==> src/hdl/glcw_pkg.sv <==
// ----------------------------------------------------------------------------
// glcw_pkg: shared types and constants for the grid line cell walker
// Field widths, register indexes, controller states and the command and
// status bundles between controller and datapath.
// ----------------------------------------------------------------------------
package glcw_pkg;

    localparam int TILE_SHIFT_DEF = 5;
    localparam int MAX_CELLS_DEF  = 64;

    localparam int COORD_W   = 15;
    localparam int CELL_W    = 6;
    localparam int INDEX_W   = 10;
    localparam int CFG_W     = 6;
    localparam int CFG_IDX_W = 1;

    localparam logic [CFG_IDX_W-1:0] REG_MAP_WIDTH  = 1'b0;
    localparam logic [CFG_IDX_W-1:0] REG_MAP_HEIGHT = 1'b1;
    localparam logic [CFG_W-1:0]     MAP_SIZE_RST   = 6'd32;

    typedef enum logic [2:0] {
        S_IDLE  = 3'b001,
        S_SETUP = 3'b010,
        S_WALK  = 3'b100
    } t_state;

    typedef struct packed {
        logic load;     // capture a new segment
        logic mult;     // form the initial cross products
        logic emit;     // load the output register with the current cell
        logic advance;  // step to the next cell
        logic last;
        logic cut;
    } t_cmd;

    typedef struct packed {
        logic neg;      // current column is negative
        logic at_end;   // current cell is the end cell
    } t_sts;

endpackage

==> src/hdl/glcw_if.sv <==
// ----------------------------------------------------------------------------
// glcw_seg_if / glcw_cell_if: item channels of the grid line cell walker
// Valid/ready channels; an item moves when valid and ready are both high.
// ----------------------------------------------------------------------------
interface glcw_seg_if;
    logic                                 valid;
    logic                                 ready;
    logic signed [glcw_pkg::COORD_W-1:0]  start_x;
    logic signed [glcw_pkg::COORD_W-1:0]  start_y;
    logic signed [glcw_pkg::COORD_W-1:0]  end_x;
    logic signed [glcw_pkg::COORD_W-1:0]  end_y;

    modport source (output valid, start_x, start_y, end_x, end_y, input ready);
    modport sink   (input valid, start_x, start_y, end_x, end_y, output ready);
endinterface

interface glcw_cell_if;
    logic                                 valid;
    logic                                 ready;
    logic signed [glcw_pkg::CELL_W-1:0]   cell_x;
    logic signed [glcw_pkg::CELL_W-1:0]   cell_y;
    logic                                 in_map;
    logic [glcw_pkg::INDEX_W-1:0]         cell_index;
    logic                                 truncated;
    logic                                 last;

    modport source (output valid, cell_x, cell_y, in_map, cell_index, truncated, last,
                    input ready);
    modport sink   (input valid, cell_x, cell_y, in_map, cell_index, truncated, last,
                    output ready);
endinterface

==> src/hdl/glcw_ctrl.sv <==
// ----------------------------------------------------------------------------
// glcw_ctrl: walk sequencer
// Accepts a segment, runs the setup state, then emits one cell per cycle
// while the output register is free, and decides where the path ends.
// ----------------------------------------------------------------------------
module glcw_ctrl #(
    parameter int MAX_CELLS = glcw_pkg::MAX_CELLS_DEF
) (
    input  logic           i_clk,
    input  logic           i_rst_n,
    input  logic           i_in_valid,
    output logic           o_in_ready,
    output logic           o_out_valid,
    input  logic           i_out_ready,
    input  glcw_pkg::t_sts i_sts,
    output glcw_pkg::t_cmd o_cmd
);
    import glcw_pkg::*;

    localparam int CNT_W = $clog2(MAX_CELLS);

    t_state             r_state, n_state;
    logic [CNT_W-1:0]   r_count, n_count;
    logic               r_out_valid, n_out_valid;
    logic               out_free;
    logic               stop;

    assign out_free    = !r_out_valid || i_out_ready;
    assign stop        = i_sts.neg || i_sts.at_end || (r_count == CNT_W'(MAX_CELLS - 1));
    assign o_in_ready  = (r_state == S_IDLE);
    assign o_out_valid = r_out_valid;

    always_comb begin
        n_state     = r_state;
        n_count     = r_count;
        o_cmd       = '0;
        unique case (r_state)
            S_IDLE: begin
                if (i_in_valid) begin
                    o_cmd.load = 1'b1;
                    n_count    = '0;
                    n_state    = S_SETUP;
                end
            end
            S_SETUP: begin
                o_cmd.mult = 1'b1;
                n_state    = S_WALK;
            end
            S_WALK: begin
                if (out_free) begin
                    o_cmd.emit = 1'b1;
                    o_cmd.last = stop;
                    // cap reached with cells still to go
                    o_cmd.cut  = stop && !i_sts.neg && !i_sts.at_end;
                    if (stop) begin
                        n_state = S_IDLE;
                    end else begin
                        o_cmd.advance = 1'b1;
                        n_count       = r_count + CNT_W'(1);
                    end
                end
            end
            default: begin
                n_state = S_IDLE;
            end
        endcase
    end

    always_comb begin
        if (o_cmd.emit) begin
            n_out_valid = 1'b1;
        end else if (i_out_ready) begin
            n_out_valid = 1'b0;
        end else begin
            n_out_valid = r_out_valid;
        end
    end

    always_ff @(posedge i_clk) begin
        if (!i_rst_n) begin
            r_state     <= S_IDLE;
            r_count     <= '0;
            r_out_valid <= 1'b0;
        end else begin
            r_state     <= n_state;
            r_count     <= n_count;
            r_out_valid <= n_out_valid;
        end
    end

endmodule

==> src/hdl/glcw_dp.sv <==
// ----------------------------------------------------------------------------
// glcw_dp: walk datapath
// Holds the current cell, remaining steps and boundary distances per axis.
// The crossing test compares rx*ay against ry*ax; both products are formed
// once at setup; each step advances the one for its axis by a shifted add.
// ----------------------------------------------------------------------------
module glcw_dp #(
    parameter int TILE_SHIFT = glcw_pkg::TILE_SHIFT_DEF
) (
    input  logic                                i_clk,
    input  logic                                i_rst_n,
    input  glcw_pkg::t_cmd                      i_cmd,
    output glcw_pkg::t_sts                      o_sts,
    input  logic                                i_cfg_we,
    input  logic [glcw_pkg::CFG_IDX_W-1:0]      i_cfg_idx,
    input  logic [glcw_pkg::CFG_W-1:0]          i_cfg_data,
    input  logic signed [glcw_pkg::COORD_W-1:0] i_start_x,
    input  logic signed [glcw_pkg::COORD_W-1:0] i_start_y,
    input  logic signed [glcw_pkg::COORD_W-1:0] i_end_x,
    input  logic signed [glcw_pkg::COORD_W-1:0] i_end_y,
    output logic signed [glcw_pkg::CELL_W-1:0]  o_cell_x,
    output logic signed [glcw_pkg::CELL_W-1:0]  o_cell_y,
    output logic                                o_in_map,
    output logic [glcw_pkg::INDEX_W-1:0]        o_cell_index,
    output logic                                o_truncated,
    output logic                                o_last
);
    import glcw_pkg::*;

    localparam int S    = TILE_SHIFT + 4;              // pixel fraction + tile bits
    localparam int CW   = COORD_W - S;                 // cell coordinate width
    localparam int DW   = COORD_W + 1;                 // delta / distance width
    localparam int PW   = DW + COORD_W;                // cross product width
    localparam int CMPW = (CW > CELL_W) ? CW : CELL_W;
    localparam int IW2  = 2 * CELL_W;
    localparam logic [DW-1:0] TILE = DW'(1 << S);

    // configuration
    logic [CFG_W-1:0] r_width, r_height;

    // segment setup (combinational from the input item)
    logic signed [COORD_W-1:0] sx_sh, sy_sh, ex_sh, ey_sh;
    logic signed [CW-1:0]      cx0, cy0, ex0, ey0;
    logic signed [CW:0]        ndx, ndy;
    logic [CW-1:0]             nx0, ny0;
    logic signed [DW-1:0]      dx, dy;
    logic [COORD_W-1:0]        ax0, ay0;
    logic [DW-1:0]             fracx, fracy, rx0, ry0;

    // walk state
    logic signed [CW-1:0]      r_cx, r_cy;
    logic [CW-1:0]             r_nx, r_ny;
    logic [DW-1:0]             r_rx, r_ry;
    logic [COORD_W-1:0]        r_ax, r_ay;
    logic                      r_xneg, r_yneg;
    logic [PW-1:0]             r_p, r_q;
    logic                      x_step;
    logic [CW-1:0]             dstep_x, dstep_y;

    // cell output
    logic [CMPW-1:0]           x_u, y_u;
    logic                      in_bounds;
    logic [IW2-1:0]            prod, sum;

    assign sx_sh = i_start_x >>> S;
    assign sy_sh = i_start_y >>> S;
    assign ex_sh = i_end_x >>> S;
    assign ey_sh = i_end_y >>> S;
    assign cx0   = sx_sh[CW-1:0];
    assign cy0   = sy_sh[CW-1:0];
    assign ex0   = ex_sh[CW-1:0];
    assign ey0   = ey_sh[CW-1:0];

    assign ndx = {ex0[CW-1], ex0} - {cx0[CW-1], cx0};
    assign ndy = {ey0[CW-1], ey0} - {cy0[CW-1], cy0};
    assign nx0 = ndx[CW] ? CW'(-ndx) : ndx[CW-1:0];
    assign ny0 = ndy[CW] ? CW'(-ndy) : ndy[CW-1:0];

    assign dx  = DW'(i_end_x) - DW'(i_start_x);
    assign dy  = DW'(i_end_y) - DW'(i_start_y);
    assign ax0 = dx[DW-1] ? COORD_W'(-dx) : dx[COORD_W-1:0];
    assign ay0 = dy[DW-1] ? COORD_W'(-dy) : dy[COORD_W-1:0];

    // distance to the first boundary in the direction of travel
    assign fracx = DW'(i_start_x[S-1:0]);
    assign fracy = DW'(i_start_y[S-1:0]);
    assign rx0   = dx[DW-1] ? fracx : TILE - fracx;
    assign ry0   = dy[DW-1] ? fracy : TILE - fracy;

    // x first on an exact corner crossing
    assign x_step  = (r_nx != '0) && ((r_ny == '0) || (r_p <= r_q));
    assign dstep_x = r_xneg ? '1 : CW'(1);
    assign dstep_y = r_yneg ? '1 : CW'(1);

    assign o_sts = '{neg: r_cx[CW-1], at_end: (r_nx == '0) && (r_ny == '0)};

    always_ff @(posedge i_clk) begin
        if (!i_rst_n) begin
            r_width  <= MAP_SIZE_RST;
            r_height <= MAP_SIZE_RST;
        end else if (i_cfg_we) begin
            case (i_cfg_idx)
                REG_MAP_WIDTH:  r_width  <= i_cfg_data;
                REG_MAP_HEIGHT: r_height <= i_cfg_data;
                default: ;
            endcase
        end
    end

    always_ff @(posedge i_clk) begin
        if (i_cmd.load) begin
            r_cx   <= cx0;
            r_cy   <= cy0;
            r_nx   <= nx0;
            r_ny   <= ny0;
            r_rx   <= rx0;
            r_ry   <= ry0;
            r_ax   <= ax0;
            r_ay   <= ay0;
            r_xneg <= (dx[DW-1] || (dx == '0));
            r_yneg <= (dy[DW-1] || (dy == '0));
        end else if (i_cmd.mult) begin
            r_p <= PW'(r_rx) * PW'(r_ay);
            r_q <= PW'(r_ry) * PW'(r_ax);
        end else if (i_cmd.advance) begin
            if (x_step) begin
                r_cx <= r_cx + dstep_x;
                r_nx <= r_nx - CW'(1);
                r_p  <= r_p + (PW'(r_ay) << S);
            end else begin
                r_cy <= r_cy + dstep_y;
                r_ny <= r_ny - CW'(1);
                r_q  <= r_q + (PW'(r_ax) << S);
            end
        end
    end

    assign x_u       = CMPW'($unsigned(r_cx));
    assign y_u       = CMPW'($unsigned(r_cy));
    assign in_bounds = !r_cx[CW-1] && !r_cy[CW-1]
                       && (x_u < CMPW'(r_width)) && (y_u < CMPW'(r_height));
    assign prod      = IW2'(y_u[CELL_W-1:0]) * IW2'(r_width);
    assign sum       = prod + IW2'(x_u[CELL_W-1:0]);

    always_ff @(posedge i_clk) begin
        if (i_cmd.emit) begin
            o_cell_x     <= CELL_W'(r_cx);
            o_cell_y     <= CELL_W'(r_cy);
            o_in_map     <= in_bounds;
            o_cell_index <= in_bounds ? sum[INDEX_W-1:0] : '0;
            o_truncated  <= i_cmd.cut;
            o_last       <= i_cmd.last;
        end
    end

endmodule

==> src/hdl/grid_line_cell_walker.sv <==
// ----------------------------------------------------------------------------
// grid_line_cell_walker: 4-connected grid cells along a line segment
// Order: the segment is loaded, setup forms the products, walk emits cells.
// Throughput: one cell per cycle unless the output stalls; a segment of N cells
// (N <= MAX_CELLS) holds the input to the end: glcw_dp has a single stepper.
// Reset: synchronous active low; clears the sequencer, map size back to 32.
// ----------------------------------------------------------------------------
module grid_line_cell_walker #(
    parameter int TILE_SHIFT = glcw_pkg::TILE_SHIFT_DEF,
    parameter int MAX_CELLS  = glcw_pkg::MAX_CELLS_DEF
) (
    input  logic                           i_clk,
    input  logic                           i_rst_n,
    glcw_seg_if.sink                       i_seg,
    glcw_cell_if.source                    o_cell,
    input  logic                           i_cfg_we,
    input  logic [glcw_pkg::CFG_IDX_W-1:0] i_cfg_idx,
    input  logic [glcw_pkg::CFG_W-1:0]     i_cfg_data
);
    import glcw_pkg::*;

    t_cmd cmd;
    t_sts sts;

    glcw_ctrl #(
        .MAX_CELLS (MAX_CELLS)
    ) u_ctrl (
        .i_clk       (i_clk),
        .i_rst_n     (i_rst_n),
        .i_in_valid  (i_seg.valid),
        .o_in_ready  (i_seg.ready),
        .o_out_valid (o_cell.valid),
        .i_out_ready (o_cell.ready),
        .i_sts       (sts),
        .o_cmd       (cmd)
    );

    glcw_dp #(
        .TILE_SHIFT (TILE_SHIFT)
    ) u_dp (
        .i_clk        (i_clk),
        .i_rst_n      (i_rst_n),
        .i_cmd        (cmd),
        .o_sts        (sts),
        .i_cfg_we     (i_cfg_we),
        .i_cfg_idx    (i_cfg_idx),
        .i_cfg_data   (i_cfg_data),
        .i_start_x    (i_seg.start_x),
        .i_start_y    (i_seg.start_y),
        .i_end_x      (i_seg.end_x),
        .i_end_y      (i_seg.end_y),
        .o_cell_x     (o_cell.cell_x),
        .o_cell_y     (o_cell.cell_y),
        .o_in_map     (o_cell.in_map),
        .o_cell_index (o_cell.cell_index),
        .o_truncated  (o_cell.truncated),
        .o_last       (o_cell.last)
    );

endmodule

==> src/flat_wrapper.sv <==
// flat-port wrapper written by rule: the top's interface ports become plain ports
module grid_line_cell_walker_flat import glcw_pkg::*;
#(
    parameter int TILE_SHIFT = glcw_pkg::TILE_SHIFT_DEF,
    parameter int MAX_CELLS  = glcw_pkg::MAX_CELLS_DEF
)
  (i_clk, i_rst_n, i_cfg_we, i_cfg_idx, i_cfg_data, i_seg_valid, i_seg_start_x, i_seg_start_y, i_seg_end_x, i_seg_end_y, i_seg_ready, o_cell_valid, o_cell_cell_x, o_cell_cell_y, o_cell_in_map, o_cell_cell_index, o_cell_truncated, o_cell_last, o_cell_ready);
  glcw_seg_if i_seg_i ();
  glcw_cell_if o_cell_i ();
  input  logic i_clk;
  input  logic i_rst_n;
  input  logic i_cfg_we;
  input  logic [glcw_pkg::CFG_IDX_W-1:0] i_cfg_idx;
  input  logic [glcw_pkg::CFG_W-1:0] i_cfg_data;
  input wire logic [$bits(i_seg_i.valid)-1:0] i_seg_valid;
  input wire logic [$bits(i_seg_i.start_x)-1:0] i_seg_start_x;
  input wire logic [$bits(i_seg_i.start_y)-1:0] i_seg_start_y;
  input wire logic [$bits(i_seg_i.end_x)-1:0] i_seg_end_x;
  input wire logic [$bits(i_seg_i.end_y)-1:0] i_seg_end_y;
  output wire logic [$bits(i_seg_i.ready)-1:0] i_seg_ready;
  output wire logic [$bits(o_cell_i.valid)-1:0] o_cell_valid;
  output wire logic [$bits(o_cell_i.cell_x)-1:0] o_cell_cell_x;
  output wire logic [$bits(o_cell_i.cell_y)-1:0] o_cell_cell_y;
  output wire logic [$bits(o_cell_i.in_map)-1:0] o_cell_in_map;
  output wire logic [$bits(o_cell_i.cell_index)-1:0] o_cell_cell_index;
  output wire logic [$bits(o_cell_i.truncated)-1:0] o_cell_truncated;
  output wire logic [$bits(o_cell_i.last)-1:0] o_cell_last;
  input wire logic [$bits(o_cell_i.ready)-1:0] o_cell_ready;
  assign i_seg_i.valid = i_seg_valid;
  assign i_seg_i.start_x = i_seg_start_x;
  assign i_seg_i.start_y = i_seg_start_y;
  assign i_seg_i.end_x = i_seg_end_x;
  assign i_seg_i.end_y = i_seg_end_y;
  assign i_seg_ready = i_seg_i.ready;
  assign o_cell_valid = o_cell_i.valid;
  assign o_cell_cell_x = o_cell_i.cell_x;
  assign o_cell_cell_y = o_cell_i.cell_y;
  assign o_cell_in_map = o_cell_i.in_map;
  assign o_cell_cell_index = o_cell_i.cell_index;
  assign o_cell_truncated = o_cell_i.truncated;
  assign o_cell_last = o_cell_i.last;
  assign o_cell_i.ready = o_cell_ready;
  grid_line_cell_walker #(.TILE_SHIFT(TILE_SHIFT), .MAX_CELLS(MAX_CELLS)) u_core (.i_clk(i_clk), .i_rst_n(i_rst_n), .i_seg(i_seg_i), .o_cell(o_cell_i), .i_cfg_we(i_cfg_we), .i_cfg_idx(i_cfg_idx), .i_cfg_data(i_cfg_data));
endmodule
==> config.mk <==
export PLATFORM = sky130hd
export DESIGN_NAME = grid_line_cell_walker_flat
export DESIGN_NICKNAME = d
export VERILOG_FILES = /design/src/hdl/glcw_pkg.sv /design/src/hdl/glcw_if.sv /design/src/hdl/glcw_ctrl.sv /design/src/hdl/glcw_dp.sv /design/src/hdl/grid_line_cell_walker.sv /design/src/flat_wrapper.sv
export SDC_FILE = /design/constraint.sdc
export NUM_CORES = 1
export LEC_CHECK = 0
export ABC_AREA = 1
export BUFFER_PORTS_ARGS = -buffer_cell sky130_fd_sc_hd__buf_2
export CORE_MARGIN = 4
export CORE_UTILIZATION = 52
export CTS_BUF_LIST = sky130_fd_sc_hd__clkbuf_16
export DETAILED_ROUTE_END_ITERATION = 7
export PLACE_DENSITY_LB_ADDON = 0.1
export RECOVER_POWER = 50
export SETUP_SLACK_MARGIN = 0.05
export SKIP_LAST_GASP = 1
export SLEW_MARGIN = 20
export SYNTH_ARGS = -nofsm -noshare
export SYNTH_HDL_FRONTEND = slang
export SYNTH_HIERARCHICAL = 1
export SYNTH_SLANG_ARGS = --single-unit
==> constraint.sdc <==
create_clock -name i_clk -period 7 [get_ports i_clk]
set_input_delay 0.7 -clock i_clk [delete_from_list [all_inputs] [get_ports i_clk]]
set_output_delay 0.7 -clock i_clk [all_outputs]
set_load 0.02 [all_outputs]
==> impl_metrics.ini <==
[yosys]
synth-edff-count = 163
synthArstFlopShare_pct = 0
syn_nets = 4171
synth_common_cells = nand2_1, inv_1, ha_1
ys_top_cells_by_area = edfxtp_1, fa_1, ha_1, nand2_1, inv_1
synth_top_area_share_pct = 18.56
syn_area_per_cell_um2 = 7.473
synth.distinct_cells = 51
synth_flop_cell = edfxtp_1
yosysSeqAreaShare_pct = 20.24
ys_seq_elements = 185
syn-cell-area_mm2 = 0.02637
yosys_warnings = 6
yosysMostFrequentCell = nand2_1
synthCells = 3528
synth_top_area_cell = edfxtp_1

[setup_path]
end_kind = flip-flop
arrival_ps = 6320
timing.critical_path.mode_cell = inv_1
crit_fanout = 15
worstSetupStartpointType = flip-flop
path_cells = nand2_1 > inv_1 > fa_1 > inv_1 > fa_1 > inv_1 > fa_1 > inv_1 > fa_1 > inv_1 > fa_1 > inv_1 > fa_1 > inv_1 > ha_1 > nand2_1 > nor2_1 > nand2_1 > o21ai_1 > a21o_1 > nand2_1 > nand3_1 > nand2_1
cpMaxStageDelayCell = edfxtp_1
crit_type = flip-flop to flip-flop
crit_buf_inv = 7
crit_family = adder cells
cp.required_ps = 7220
max_stage_delay_ps = 650

[clocking]
tritoncts = done
cts_resized = 0
post_cts_buffers = 0
clockRootBuffer = clkbuf_16
cts_hold_buf = 0
cts_buffer_depth = 2
insertion_delay_ps = 490
clk_pin_slew_worst_paths_ps = 80
cts_made_buffers = 17
cts_sinks = 185
htree_levels = 4

[global_route]
grt_pass1_vias = 22710
antenna_found_initial = 5
grt_pass1_wl_um = 119500
grt_max_degree = 49
grt_usage_pct = 28.05
globalRouteOverflowTotal = 0

[flow_run]
cap_viol_max_count = 6

[worst_hold_path]
hp-class = input port to flip-flop

[floorplanning]
die_area_mm2 = 0.05437
die_h_um = 233.2
io_pins = 99
core-area_mm2 = 0.05017
die_w_um = 233.2
start_util_pct = 52.55
core.rowCount = 82

[timing]
setup_viol = 0
fmax_mhz = 163.9
worstMarginPinSlew_ps = 2711
rsz0062_at_grt = no
finalCriticalPeriod_ps = 6100
setup_ws_ps = 899.9
slew_viol_final = 173
clock_skew_ps = 20.17
hold_viol_final = 0
final.setup.tns_ps = 0
period_share_pct = 87.14
relSlewSlack_pct = -80.75
timing.hold.ws_ps = 455.2

[cells_and_area]
finalNetCount = 4228
drive_gt1_share_pct = 4.669
area_delta_synth_final_pct = 6.093

[drt]
route.vias.total = 22520
vias_per_cell = 5.272
firstDrtPassIters = 6
wl_um = 73770
drcViolationCount = 0
avgRoutedWirePerCell_um = 17.27
final_antenna_net_count = 0
initialDrtViolationCount = 1597

[status]
violations = capacitance limit, slew limit
status = finished with violations

[placed_design]
io_buffers = 98
gp_congestion = 0.9372
dp_hpwl_um = 60580
dp_slack_ps = 944.6
[stage by stage]
stage               std cells  area, um^2  utilization, %
finish                   4271       27970           55.75
global route             4270       27970           55.75
CTS                      4270       28100           56.01
detailed placement       4238       27510           54.84
global placement         4238       27510           54.84
floorplan                3528       26370               -
[path summary, 6_finish.rpt]
check / from / end / slack (ps) / cells after the start
max: u_core/u_dp/r_rx[5] / u_core/u_dp/r_p[25] / 900 / 23
min: i_cfg_data[0] / u_core/u_dp/r_width[0] / 460 / 3
max reg2reg: u_core/u_dp/r_rx[5] / u_core/u_dp/r_p[25] / 900 / 23
min reg2reg: u_core/u_dp/r_height[1] / u_core/u_dp/r_height[1] / 470 / 2
[cell usage in the layout (no fill, tap or decap), drive strengths merged, types with 26 or more instances in the layout]
| master | count |
|---|---|
| o21ai | 161 |
| ha | 338 |
| clkbuf | 53 |
| nand3 | 129 |
| buf | 79 |
| inv | 783 |
| xor2 | 61 |
| edfxtp | 163 |
| nand2 | 945 |
| nand4 | 26 |
| fa | 233 |
| a21oi | 200 |
| nor2 | 250 |
[worst min-delay path: stages]
cell	delay, ps
buf_2	90
nor2_1	40
nor2_1	80
[flip-flops by register name, summed over array words and instances, names as in the netlist, 3 cells and up]
| name | count |
|---|---|
| u_core/u_dp/r_rx | 10 |
| u_core/u_dp/r_ax | 15 |
| u_core/u_dp/r_p | 31 |
| u_core/u_dp/r_ay | 15 |
| u_core/u_dp/r_width | 6 |
| u_core/u_dp/r_nx | 6 |
| u_core/u_dp/o_cell_y | 6 |
| u_core/u_dp/r_height | 6 |
| u_core/u_dp/o_cell_index | 10 |
| u_core/u_ctrl/r_state | 3 |
| u_core/u_dp/r_q | 31 |
| u_core/u_ctrl/r_count | 6 |
| u_core/u_dp/r_ry | 10 |
| u_core/u_dp/r_ny | 6 |
| u_core/u_dp/o_cell_x | 6 |
| u_core/u_dp/r_cx | 6 |
| u_core/u_dp/r_cy | 6 |
[cell type report]
class                   instances  area, um^2
fillers                      4810       22200
multi-input cells            2491       17740
flip-flops and latches        185        5335
inverters                     775        2909
well taps                     672       840.8
repair buffers                115       560.5
clock buffers                  17       425.4
clock inverters                15       160.2
diodes                          1       2.502
[routing by layer]
layer  global-route usage [%]  wire (um)  vias to the layer above
met1                    36.98      32310                    10760
met5                        0         30                        -
met4                    8.891       2242                        6
met3                    4.829       4209                       95
li1                         -          -                    11100
met2                    47.17      34980                      555
[cells by family after synthesis]
logic type	count (synthesis)	share of synthesized area, %
fa+ha+maj	571	33.73
buf+inv	852	12.31
simple gates	1410	22.09
xor+xnor	81	2.776
compound gates	429	8.860
flops	185	20.24
Power is not shown: default switching activity piles up to over one toggle a cycle in this logic, so the estimate is an artifact.
